## src/hw/rtl/u8sd_pkg.sv

```systemverilog
// types, constants and lead byte decode shared by the utf-8 stream decoder
package u8sd_pkg;

   localparam int CpWidth = 21;

   // result queue entries, a power of two of at least two
   localparam int QueueDepth = 4;

   localparam logic [CpWidth-1:0] CpReplacement = 21'h00FFFD;
   localparam logic [CpWidth-1:0] CpMax         = 21'h10FFFF;
   localparam logic [CpWidth-1:0] CpSurrLo      = 21'h00D800;
   localparam logic [CpWidth-1:0] CpSurrHi      = 21'h00DFFF;
   localparam logic [CpWidth-1:0] CpMin2        = 21'h000080;
   localparam logic [CpWidth-1:0] CpMax2        = 21'h0007FF;
   localparam logic [CpWidth-1:0] CpMin3        = 21'h000800;
   localparam logic [CpWidth-1:0] CpMax3        = 21'h00FFFF;
   localparam logic [CpWidth-1:0] CpMin4        = 21'h010000;

   localparam logic [2:0] Len2 = 3'd2;
   localparam logic [2:0] Len3 = 3'd3;
   localparam logic [2:0] Len4 = 3'd4;

   typedef struct packed {
      logic               in_sequence;
      logic [2:0]         bytes_remaining;
      logic [2:0]         sequence_length;
      logic [CpWidth-1:0] partial_value;
   } dec_state_type;

   typedef struct packed {
      logic               has_result;
      logic [CpWidth-1:0] code_point;
      dec_state_type      next_state;
   } lead_result_type;

   typedef struct packed {
      logic [CpWidth-1:0] code_point;
      logic               last_of_run;
   } rsp_entry_type;

   localparam dec_state_type StateIdle = '{
      in_sequence: 1'b0, bytes_remaining: 3'd0, sequence_length: 3'd0,
      partial_value: '0};

   // decode a byte seen while no sequence is open
   function automatic lead_result_type lead_byte(input logic [7:0] b);
      lead_result_type r;
      r.has_result = 1'b0;
      r.code_point = CpReplacement;
      r.next_state = StateIdle;
      if (b[7] == 1'b0) begin
         r.has_result = 1'b1;
         r.code_point = {13'd0, b};
      end else if (b[7:5] == 3'b110) begin
         r.next_state = '{1'b1, 3'd1, 3'd2, {10'd0, b[4:0], 6'd0}};
      end else if (b[7:4] == 4'b1110) begin
         r.next_state = '{1'b1, 3'd2, 3'd3, {5'd0, b[3:0], 12'd0}};
      end else if (b[7:3] == 5'b11110) begin
         r.next_state = '{1'b1, 3'd3, 3'd4, {b[2:0], 18'd0}};
      end else if (b[7:2] == 6'b111110) begin
         r.next_state = '{1'b1, 3'd4, 3'd5, {CpWidth{1'b0}}};
      end else if (b[7:1] == 7'b1111110) begin
         r.next_state = '{1'b1, 3'd5, 3'd6, {CpWidth{1'b0}}};
      end else begin
         r.has_result = 1'b1;
      end
      return r;
   endfunction

   // range, surrogate and length check of a completed sequence
   function automatic logic value_ok(input logic [CpWidth-1:0] v, input logic [2:0] len);
      logic ok;
      ok = 1'b0;
      case (len)
         Len2: ok = (v >= CpMin2) && (v <= CpMax2);
         Len3: ok = (v >= CpMin3) && (v <= CpMax3) && !((v >= CpSurrLo) && (v <= CpSurrHi));
         Len4: ok = (v >= CpMin4) && (v <= CpMax);
         default: ok = 1'b0;
      endcase
      return ok;
   endfunction

endpackage

```

## src/hw/rtl/utf8_stream_decoder_top.sv

```systemverilog
// utf-8 stream decoder top level: byte decode, sequence state and result queue
//
//   channel  direction  fields
//   req      in         data_byte[7:0], end_of_input
//   rsp      out        code_point[20:0], last_of_run
//
// one item is decoded in the cycle it is accepted; up to two results enter a
// four-entry result queue and leave one per cycle while rsp_ready is high.
// req_ready is high while the queue has room for two results, so items are
// taken every cycle while rsp drains one result a cycle and no item gives two.
// synchronous reset empties the queue and closes any open sequence.
module utf8_stream_decoder_top (
   input  logic        clock,
   input  logic        reset,
   input  logic        req_valid,
   output logic        req_ready,
   input  logic [7:0]  req_data_byte,
   input  logic        req_end_of_input,
   output logic        rsp_valid,
   input  logic        rsp_ready,
   output logic [20:0] rsp_code_point,
   output logic        rsp_last_of_run
);

   localparam int PtrWidth = (u8sd_pkg::QueueDepth > 1) ? $clog2(u8sd_pkg::QueueDepth) : 1;
   localparam int CntWidth = $clog2(u8sd_pkg::QueueDepth + 1);
   localparam logic [CntWidth-1:0] RoomLimit = CntWidth'(u8sd_pkg::QueueDepth - 2);

   u8sd_pkg::dec_state_type state_ff, state_in;

   u8sd_pkg::rsp_entry_type queue_ff [u8sd_pkg::QueueDepth];
   logic [PtrWidth-1:0] wr_ptr_ff, wr_ptr_in;
   logic [PtrWidth-1:0] rd_ptr_ff, rd_ptr_in;
   logic [CntWidth-1:0] count_ff, count_in;

   logic                    req_fire;
   logic                    rsp_fire;
   logic [1:0]              push_n;
   u8sd_pkg::rsp_entry_type push0;
   u8sd_pkg::rsp_entry_type push1;
   u8sd_pkg::lead_result_type lead;
   logic [2:0]              rem_dec;
   logic [20:0]             add_bits;
   logic [20:0]             merged;
   logic [PtrWidth-1:0]     wr_ptr_next;

   assign req_ready = (count_ff <= RoomLimit);
   assign req_fire  = req_valid && req_ready;
   assign rsp_valid = (count_ff != '0);
   assign rsp_fire  = rsp_valid && rsp_ready;

   assign rsp_code_point  = queue_ff[rd_ptr_ff].code_point;
   assign rsp_last_of_run = queue_ff[rd_ptr_ff].last_of_run;

   // decode of the incoming item against the open sequence
   always_comb begin
      lead     = u8sd_pkg::lead_byte(req_data_byte);
      rem_dec  = state_ff.bytes_remaining - 3'd1;
      case (rem_dec[1:0])
         2'd0:    add_bits = {15'd0, req_data_byte[5:0]};
         2'd1:    add_bits = {9'd0, req_data_byte[5:0], 6'd0};
         2'd2:    add_bits = {3'd0, req_data_byte[5:0], 12'd0};
         2'd3:    add_bits = {req_data_byte[2:0], 18'd0};
         default: add_bits = '0;
      endcase
      merged = state_ff.partial_value;
      if (state_ff.sequence_length <= 3'd4) begin
         merged = state_ff.partial_value | add_bits;
      end

      state_in = state_ff;
      push_n   = 2'd0;
      push0    = '{code_point: u8sd_pkg::CpReplacement, last_of_run: 1'b1};
      push1    = '{code_point: lead.code_point, last_of_run: 1'b1};

      if (req_fire) begin
         if (req_end_of_input) begin
            if (state_ff.in_sequence) begin
               state_in = u8sd_pkg::StateIdle;
               push_n   = 2'd1;
            end
         end else if (!state_ff.in_sequence) begin
            state_in = lead.next_state;
            if (lead.has_result) begin
               push_n           = 2'd1;
               push0.code_point = lead.code_point;
            end
         end else if (req_data_byte[7:6] == 2'b10) begin
            state_in.bytes_remaining = rem_dec;
            state_in.partial_value   = merged;
            if (rem_dec == 3'd0) begin
               state_in = u8sd_pkg::StateIdle;
               push_n   = 2'd1;
               if (u8sd_pkg::value_ok(merged, state_ff.sequence_length)) begin
                  push0.code_point = merged;
               end
            end
         end else begin
            // interrupted sequence, then the byte starts over
            state_in = lead.next_state;
            if (lead.has_result) begin
               push_n            = 2'd2;
               push0.last_of_run = 1'b0;
            end else begin
               push_n = 2'd1;
            end
         end
      end
   end

   always_comb begin
      wr_ptr_next = wr_ptr_ff + PtrWidth'(1);
      wr_ptr_in   = wr_ptr_ff + PtrWidth'(push_n);
      rd_ptr_in   = rd_ptr_ff + PtrWidth'(rsp_fire);
      count_in    = count_ff + CntWidth'(push_n) - CntWidth'(rsp_fire);
   end

   always_ff @(posedge clock) begin
      if (reset) begin
         state_ff  <= u8sd_pkg::StateIdle;
         wr_ptr_ff <= '0;
         rd_ptr_ff <= '0;
         count_ff  <= '0;
      end else begin
         state_ff  <= state_in;
         wr_ptr_ff <= wr_ptr_in;
         rd_ptr_ff <= rd_ptr_in;
         count_ff  <= count_in;
      end
   end

   always_ff @(posedge clock) begin
      if (push_n != 2'd0) begin
         queue_ff[wr_ptr_ff] <= push0;
      end
      if (push_n == 2'd2) begin
         queue_ff[wr_ptr_next] <= push1;
      end
   end

endmodule
```

## config.mk

```make
export PLATFORM = sky130hd
export DESIGN_NAME = utf8_stream_decoder_top
export DESIGN_NICKNAME = d
export VERILOG_FILES = /design/src/hw/rtl/u8sd_pkg.sv /design/src/hw/rtl/utf8_stream_decoder_top.sv
export SDC_FILE = /design/constraint.sdc
export NUM_CORES = 1
export LEC_CHECK = 0
export BUFFER_PORTS_ARGS = -buffer_cell sky130_fd_sc_hd__clkbuf_2
export CAP_MARGIN = 20
export CORE_ASPECT_RATIO = 1.1
export CORE_MARGIN = 2
export CORE_UTILIZATION = 48
export CTS_CLUSTER_DIAMETER = 40
export CTS_CLUSTER_SIZE = 12
export DETAILED_ROUTE_END_ITERATION = 6
export PLACE_DENSITY = 0.69
export SLEW_MARGIN = 20
export SYNTH_ARGS = -nofsm -noshare
export SYNTH_HDL_FRONTEND = slang
export SYNTH_SLANG_ARGS = --single-unit
```

## constraint.sdc

```tcl
create_clock -name clock -period 6.2 [get_ports clock]
set_input_delay 1.24 -clock clock [delete_from_list [all_inputs] [get_ports clock]]
set_output_delay 1.24 -clock clock [all_outputs]
set_load 0.01 [all_outputs]
```

; ---- Yosys cells after proc, flatten, opt, wreduce, memory -nomap -nowiden
; Memories as Yosys holds them, arrays and structs flattened. A register that Yosys moved wholly into a read port is not among the register bits.
; Index checks and enable logic that the tools add are counted.
[classes]
mul = 0
addsub = 6
bitwise = 1
shifts = 0
n_mux = 49
eq_ne = 15
magnitude_cmp = 10
n_reduce_logical = 14
div = 0
[ops]
columns = operator, n
row1 = two-way mux 28 bit, 10
row2 = two-way mux 21 bit, 6
row3 = case mux 21 bit (4 select lines), 1
row4 = two-way mux 22 bit, 2
row5 = less-or-equal comparator 21 x 16 -> 1 bit (second input constant), 2
row6 = two-way mux 27 bit, 1
row7 = greater-or-equal comparator 21 x 12 -> 1 bit (second input constant), 1
row8 = greater-or-equal comparator 21 x 16 -> 1 bit (second input constant), 1
row9 = greater-or-equal comparator 21 x 17 -> 1 bit (second input constant), 1
row10 = greater-or-equal comparator 21 x 8 -> 1 bit (second input constant), 1
row11 = less-or-equal comparator 21 x 11 -> 1 bit (second input constant), 1
row12 = less-or-equal comparator 21 bit (second input constant), 1
row13 = two-way mux 1 bit, 21
row14 = bitwise OR 21 bit, 1
row15 = two-way mux 16 bit, 1
row16 = two-way mux 2 bit, 6
row17 = equality test 2 bit (second input constant), 4
row18 = equality test 7 bit (second input constant), 1
row19 = logical AND 1 bit, 7
row20 = equality test 3 x 2 -> 1 bit (second input constant), 2
row21 = equality test 3 bit (second input constant), 2
row22 = equality test 6 bit (second input constant), 1
row23 = equality test 5 bit (second input constant), 1
row24 = equality test 4 bit (second input constant), 1
row25 = other kinds (19), 19
[totals]
ff_bits = 35
output_inout_bits = 24
elab_cells = 103
memories = 1
ram_bits = 88
inputBits = 13
latch_bits = 0
romBits = 0
[memory_table]
columns = memory, depth, width, rd, rd_clocked_by_memory_dff, write_ports, line
row1 = queue_ff, 4, 22, 1, 1, 2, utf8_stream_decoder_top.sv:31  ; u8sd_pkg::rsp_entry_type queue_ff [u8sd_pkg::QueueDepth];

; ---- Logic depth before layout (Yosys ltp)
; Gate-level depths: netlist of run 1.
[logic_depth]
word_depth = 21
ltp_mapped = 16
ltp_nobuf = 15

; ---- Worst setup path after synthesis of run 1
; OpenSTA, ideal clock, no wires.
[synth_timing]
kind = input to register
startpoint = input req_data_byte[6]
endpoint = register count_ff[2]
slack_ps = 2508
stages = 15
setup_time_ps = 128
arrival_time_ps = 3565
required_ps = 6072
path_buffers = 2
cell_sequence = clkbuf_1 -> nand3b_1 -> a21o_1 -> clkbuf_1 -> o21a_1 -> o211a_1 -> inv_1 -> ha_1 -> inv_1 -> ha_1 -> inv_1 -> fa_1 -> xnor2_1 -> xnor2_1 -> nor2_1
[synth_between]
elab_chain_cells = 14
elab_cells_between_ends = 20
cone_classes = add/sub: 2 / eq/ne: 6 / mux: 12
[synth_lines]
columns = item, line
row1 = start: declaration, utf8_stream_decoder_top.sv:17  ; input logic [7:0] req_data_byte,
row2 = equality test 7 bit, u8sd_pkg.sv:62  ; end else if (b[7:1] == 7'b1111110) begin
row3 = two-way mux 1 bit, u8sd_pkg.sv:62
row4 = two-way mux 1 bit, u8sd_pkg.sv:60  ; end else if (b[7:2] == 6'b111110) begin
row5 = two-way mux 1 bit, u8sd_pkg.sv:58  ; end else if (b[7:3] == 5'b11110) begin
row6 = two-way mux 1 bit, u8sd_pkg.sv:56  ; end else if (b[7:4] == 4'b1110) begin
row7 = two-way mux 1 bit, u8sd_pkg.sv:54  ; end else if (b[7:5] == 3'b110) begin
row8 = two-way mux 1 bit, u8sd_pkg.sv:51  ; if (b[7] == 1'b0) begin
row9 = two-way mux 2 bit, utf8_stream_decoder_top.sv:101  ; if (lead.has_result) begin
row10 = two-way mux 2 bit, utf8_stream_decoder_top.sv:88  ; end else if (req_data_byte[7:6] == 2'b10) begin
row11 = two-way mux 2 bit (*), utf8_stream_decoder_top.sv:82  ; end else if (!state_ff.in_sequence) begin
row12 = two-way mux 2 bit (*), utf8_stream_decoder_top.sv:77  ; if (req_end_of_input) begin
row13 = two-way mux 2 bit (*), utf8_stream_decoder_top.sv:76  ; if (req_fire) begin
row14 = adder 3 x 2 -> 3 bit (*), utf8_stream_decoder_top.sv:115  ; count_in = count_ff + CntWidth'(push_n) - CntWidth'(rsp_fire);
row15 = subtractor 3 x 1 -> 3 bit (*), utf8_stream_decoder_top.sv:115
row16 = end signal: assignment, utf8_stream_decoder_top.sv:128  ; count_ff <= count_in;
row17 = end: declaration, utf8_stream_decoder_top.sv:34  ; logic [CntWidth-1:0] count_ff, count_in;
; Mark *: on every way between the ends. The rest lies on a longest branch, timed or not.
; A chain may end at the register's enable or synchronous reset.

==> summary.md, run 1 <==
| Metric | Value |
|---|---|
| Post-CTS Setup Repair Bufs | `0` |
| Initial Util | `0.492` |
| Drt first-iter violations | `785` |
| Detailed placement HPWL | `approximately 14000 um` |
| Final Non-Filler Cells | `approximately 860` |
| Synth Register Bits | `123` |
| Top cell type's share of synthesized area | `0.294` |
| Syn Area/Cell | `between 10 and 15 um^2` |
| Worst-path clk slew | `about 0.06 ns` |
| Final WL | `between 15000 and 20000 um` |
| Most frequent cell after synthesis | `a31oi_1` |
| Family with the most delay on the worst path | `simple AND/OR/NAND/NOR gates` |
| Setup TNS | `0 ns` |
| Clk_lat worst skew | `around 0.42 ns` |
| Die Wd | `roughly 120 um` |
| Crit share post-route | `0.689` |
| H-tree depth | `4` |
| Register area share after synthesis | `0.475` |
| Clock sink count | `approximately 120` |
| Achievable frequency | `234 MHz` |
| DP Area | `0.00681 mm^2` |
| Slew Viols, Final | `0` |
| Maxcap violations | `0` |
| Detailed Routing Iterations Pass 1 | `6` |
| WP data required | `6.45 ns` |
| Crit Path Class | `input port to register` |
| Top cells by count, synth | `a31oi_1 (71), nor2_1 (69), edfxtp_1 (64)` |
| GR Overflow Total | `0` |
| Layout area overhead | `13.6%` |
| Row count | `44` |
| Type of origin of the critical path | `input port` |
| Nets | `around 690` |
| Syn. warnings | `0` |
| Status | `completed` |
| Synth top area cells | `edfxtp_1 (29%), dfxtp_1 (18%), mux4_2 (7.6%), a31oi_1 (6.8%), nor2_1 (4.0%)` |
| Max FO, Critical Path | `20` |
| Ant diodes | `0` |
| Vias per inst | `6.66` |
| Relative slew slack | `0.308` |
| Total Power | `0.00238 W` |
| CTS buffer count | `17` |
| Top_reg_cell synth | `edfxtp_1` |
| Cell Pwr Density | `roughly 320 mW/mm^2` |
| Core Area | `~0.013 mm^2` |
| Placed insts | `around 830` |
| Fillers | `~1100` |
| Number of I/O port buffers | `36` |
| Synth cell types | `54` |
| Hold_ws | `approximately 0.46 ns` |
| Critical Path Max Stage Delay | `roughly 0.60 ns` |
| Multi-input gate area | `around 0.0032 mm^2` |
| Clock buffer depth | `2` |
| Total GRT Usage | `0.280` |
| Max stage delay cell, worst path | `o2111ai_1` |
| Die Y | `126 um` |
| First-pass GRT wire length | `just over 30000 um` |
| # setup viols final | `0` |
| Routed WL per cell | `approximately 22 um` |
| Remaining antenna violation count | `0` |
| CP endpoint kind | `register` |
| Root Buffer | `clkbuf_16` |
| Gpl congestion | `approximately 0.96` |
| Initial antenna violation count | `0` |
| Die area | `about 0.015 mm^2` |
| Design area | `0.00742 mm^2` |
| Async set-reset flop share out of synthesis | `0` |
| Post-CTS resize count | `0` |
| CTS tree | `done` |
| Dominant cell type by area after synthesis | `edfxtp_1` |
| Maximum vdd drop | `0.000191 V` |
| Residual DRC | `0` |
| Worst Skew | `just under 0.007 ns` |
| RSZ-0062 raised after global routing | `no` |
| Mapped Cells | `646` |
| CTS Hold Bufs | `0` |
| Final Hold Viols | `0` |
| Hold crit path type | `register to register` |
| CP arrival | `roughly 4.5 ns` |
| Layout cells sized above 1 | `0.153` |
| Crit path buffers/inverters | `2` |
| Vias in the first global route | `approximately 5500` |
| Mapped cell area | `between 0.006 and 0.007 mm^2` |
| Actual slew at the worst max-slew pin | `1.04 ns` |
| Via count | `approximately 5700` |
| Worst path cell trace | `clkbuf_2, nand3_1, o2111ai_1, and3_1, nor2_1, inv_1, nand2_1, a31oi_1` |
| # IOs | `37` |
| Largest net degree at the start of global routing | `40` |
| Final Critical Period | `around 4.3 ns` |
| Register area | `0.00310 mm^2` |
| Leakage | `2.56 nW` |
| Number of synthesized flops with an enable pin | `64` |
| Post-Syn Nets | `670` |
==> through the flow <==
stage	utilization	setup slack, ns
2_1_floorplan	-	2.51
3_3_place_gp	0.513	1.90
3_5_place_dp	0.513	1.64
4_1_cts	0.559	2.05
5_1_grt	0.559	1.73
6_report	0.559	1.93
==> worst register-to-register path: cells and delay by family, from the launching register on <==
kind / cells / cell delay [ns]
AND/OR/NAND/NOR: 3 / 1.10
AO/OA/AOI/OAI: 3 / 0.94
buffers and inverters: 2 / 0.69
flip-flops: 1 / 0.44
XOR/XNOR: 1 / 0.34
adder cells (fa/ha/maj): 1 / 0.27
==> path summary, 6_finish.rpt <==
path               startpoint               to  slack [ns]  cells after the start
max reg2reg      state_ff[24]  queue_ff[1][14]        2.27                     10
min           queue_ff[0][20]  queue_ff[0][20]        0.46                      1
min reg2reg   queue_ff[0][20]  queue_ff[0][20]        0.46                      1
max          req_data_byte[2]  queue_ff[1][14]        1.93                      8
==> sequential cells by signal (all words and copies together) (netlist names) <==
register   count
queue_ff      88
state_ff      28
count_ff       3
rd_ptr_ff      2
wr_ptr_ff      2
==> cell usage in the layout, fill, tap and decap left out, drive strengths merged, types with 3 or more instances in the layout <==
cell     netlist  layout
a32o          19      19
clkbuf        32      55
o211ai        10      10
nand3b         3       3
nor4           3       3
edfxtp        64      64
ha            10      10
nand3          5       5
nand4         11      11
nor3           8       8
o2111ai        5       5
and2           7       7
nand2         39      39
dfxtp         59      59
and3           6       6
nor2          69      69
nor2b          9       9
o21ai         52      52
a21oi         35      35
bufinv         0       4
xnor2          6       6
clkinv         1       9
a21o           3       3
o31ai         21      21
a31o           4       4
o221ai         4       4
mux4          22      22
or3            4       4
a31oi         71      71
a22oi          5       5
a22o           4       4
inv           16      16
a32oi          4       4
buf           14       7
nand2b         3       3
or4            3       3
==> per-layer routing <==
metal  track usage  part of all wire  up-vias
met5             0                 0        -
met4         0.106             0.027        0
met3        0.0635             0.084       50
met2         0.434              0.49      321
met1         0.383              0.40     2772
li1              -                 -     2581
==> kinds of logic after synthesis <==
| group | Yosys count | share of synthesized area |
|---|---|---|
| buffers and inverters | 63 | 0.0401 |
| adder cells (fa/ha/maj) | 11 | 0.0222 |
| multiplexers | 22 | 0.0759 |
| flip-flops | 123 | 0.475 |
| AO/OA/AOI/OAI | 247 | 0.252 |
| AND/OR/NAND/NOR | 174 | 0.126 |
| XOR/XNOR | 6 | 0.00805 |
==> power breakdown <==
group	total, W	internal [W]	switching, W
Combinational	0.000431	0.000183	0.000247
Clock	0.00102	0.000668	0.000352
Sequential	0.000927	0.000896	0.0000313
==> area by class of cell <==
class / instances / area share
Tap cell: 184 / 0.0310
Clock buffer: 19 / 0.0584
Timing Repair Buffer: 43 / 0.0314
Sequential cell: 123 / 0.419
Inverter: 17 / 0.00860
Multi-Input combinational cell: 460 / 0.428
Clock inverter: 13 / 0.0236
Note: power is estimated with default switching activity, not from simulation.
==> inputs of run 2 (changes only) <==
Settings changed: ABC_AREA set to 1.
Clock period 6.2 ns to 4.2 ns, I/O delays scaled along.
==> summary.md, run 2 <==
| Metric | Value |
|---|---|
| Status | `completed` |
| Detailed Routing Iterations Pass 1 | `5` |
| Max FO, Critical Path | `17` |
| Initial Util | `0.486` |
| Post-CTS resize count | `0` |
| Via count | `between 6000 and 7000` |
| Max reg flops | `between 80 and 90` |
| Most frequent cell after synthesis | `nand2_1` |
| Critical Path Max Stage Delay | `~0.43 ns` |
| GR Overflow Total | `0` |
| Hold crit path type | `register to register` |
| Largest net degree at the start of global routing | `46` |
| Total Power | `0.00365 W` |
| H-tree depth | `4` |
| Slew Viols, Final | `0` |
| Remaining antenna violation count | `0` |
| Post-CTS Setup Repair Bufs | `0` |
| Cell Pwr Density | `a little under 500 mW/mm^2` |
| Maximum vdd drop | `about 0.00025 V` |
| Residual DRC | `0` |
| Ant diodes | `0` |
| CTS buffer count | `17` |
| Layout area overhead | `12.7%` |
| WP data required | `around 4.6 ns` |
| Initial antenna violation count | `0` |
| Worst-path clk slew | `0.05 ns` |
| Drt first-iter violations | `about 580` |
| Commonest cells after routing, fill and taps aside | `nand2_1 (324), nor2_1 (108), edfxtp_1 (64), dfxtp_1 (59), o21ai_0 (55)` |
| Clock buffer depth | `2` |
| Biggest register | `queue_ff` |
| Setup TNS | `0 ns` |
| CP arrival | `around 3.5 ns` |
| Gpl congestion | `between 0.9 and 1` |
| Final Hold Viols | `0` |
| Clock sink count | `around 120` |
| Achievable frequency | `between 300 and 400 MHz` |
| Post-layout util | `0.548` |
| Crit share post-route | `0.745` |
| Vias in the first global route | `5436` |
| Die Y | `about 130 um` |
| Total GRT Usage | `0.251` |
| Mapped Cells | `roughly 900` |
| Max stage delay cell, worst path | `dfxtp_1` |
| Routed WL per cell | `roughly 16 um` |
| Detailed placement HPWL | `about 12000 um` |
| Syn Area/Cell | `7.36 um^2` |
| Synth Register Bits | `around 120` |
| # setup viols final | `0` |
| CTS tree | `done` |
| Actual slew at the worst max-slew pin | `about 0.93 ns` |
| Register area share after synthesis | `0.467` |
| First-pass GRT wire length | `roughly 29000 um` |
| Maxcap violations | `0` |
| Async set-reset flop share out of synthesis | `0` |
| Die Wd | `116 um` |
| Crit Path Class | `register to register` |
| Top flop regs | `queue_ff x88, state_ff x28, count_ff x3` |
| Commonest non-fill, non-tap cell in the layout | `nand2_1` |
| Top cell type's share of synthesized area | `0.289` |
| Nets | `between 900 and 1000` |
| Vias per inst | `around 5.3` |
| Worst path cell trace | `ha_1, clkinv_1, nand2_1, nor2_1, a21oi_1, nand2_1, nor2_1, nand4_1, nand3_2, nand2_1, nor2_1, nand2_1, nand2_1` |
| Mapped cell area | `approximately 0.0066 mm^2` |
| Leakage | `3.29 nW` |
| Top_reg_cell synth | `edfxtp_1` |
| CP endpoint kind | `register` |
| Row count | `45` |
| Final Critical Period | `about 3.1 ns` |
| # IOs | `37` |
| Syn. warnings | `0` |
| Root Buffer | `clkbuf_16` |
| Dominant cell type by area after synthesis | `edfxtp_1` |
| Number of I/O port buffers | `36` |
| Worst Skew | `slightly above 0.006 ns` |
| CTS Hold Bufs | `0` |
| Layout cells sized above 1 | `0.111` |
| Core Area | `0.0137 mm^2` |
| CP dominant cell by count | `nand2_1` |
| Final WL | `approximately 18000 um` |
| Number of synthesized flops with an enable pin | `64` |
| Top cells by count, synth | `nand2_1 (324), nor2_1 (108), edfxtp_1 (64)` |
| Clk_lat worst skew | `0.41 ns` |
| RSZ-0062 raised after global routing | `no` |
| Type of origin of the critical path | `register` |
| Synth top area cells | `edfxtp_1 (29%), nand2_1 (18%), dfxtp_1 (18%), nor2_1 (6.1%), o21ai_0 (4.1%)` |
| Synth cell types | `38` |
| Die area | `about 0.015 mm^2` |
| Relative slew slack | `0.378` |
| Post-Syn Nets | `around 930` |
run 2: metrics by stage:
stage	instances	hold slack [ns]	setup slack [ns]	cell area (um^2)
floorplan	903	0.435	1.25	6650
global placement	1096	0.444	0.891	6930
detailed placement	1096	0.457	0.831	6930
CTS	1128	0.465	1.08	7490
global route	1128	0.474	0.687	7490
finish	1128	0.463	1.07	7490
run 2: layer usage:
layer	up-vias	track usage	wire, um
met2	225	0.393	8170
met1	2754	0.346	7710
met5	-	0	0
met3	36	0.0479	1210
li1	3010	-	-
met4	0	0.0931	427
run 2: cell type report:
cell class / instances / area [um^2]
well taps: 188 / 235
flip-flops and latches: 123 / 3100
inverters: 59 / 221
clock buffers: 21 / 440
fillers: 1317 / 6190
multi-input cells: 684 / 3140
clock inverters: 11 / 126
repair buffers: 42 / 225
run 2: cells by family after synthesis:
logic type | share of synthesized area
and+or+nand+nor | 0.329
AOI/OAI and AO/OA | 0.116
DFF | 0.467
buffers and inverters | 0.0604
adders and majority gates | 0.0218
xor gates and xnor gates | 0.00659
run 2: final timing paths:
check | from | endpoint | slack [ns] | cells after the start
hold reg to reg | state_ff[15] | state_ff[15] | 0.46 | 2
setup / recovery | state_ff[24] | queue_ff[3][19] | 1.07 | 13
hold / removal | state_ff[15] | state_ff[15] | 0.46 | 2
setup reg to reg | state_ff[24] | queue_ff[3][19] | 1.07 | 13
run 2: critical path: cells and delay by family, from the launching register on:
| family | cells | cell delay [ns] |
|---|---|---|
| adders and majority gates | 1 | 0.26 |
| AOI/OAI and AO/OA | 1 | 0.30 |
| and+or+nand+nor | 10 | 1.78 |
| buffers and inverters | 1 | 0.29 |
| DFF | 1 | 0.43 |
run 2: report_power, final:
group / total [W] / switching (W) / internal (W)
Clock: 0.00142 / 0.000497 / 0.000918
Combinational: 0.000852 / 0.000575 / 0.000277
Sequential: 0.00138 / 0.0000368 / 0.00134
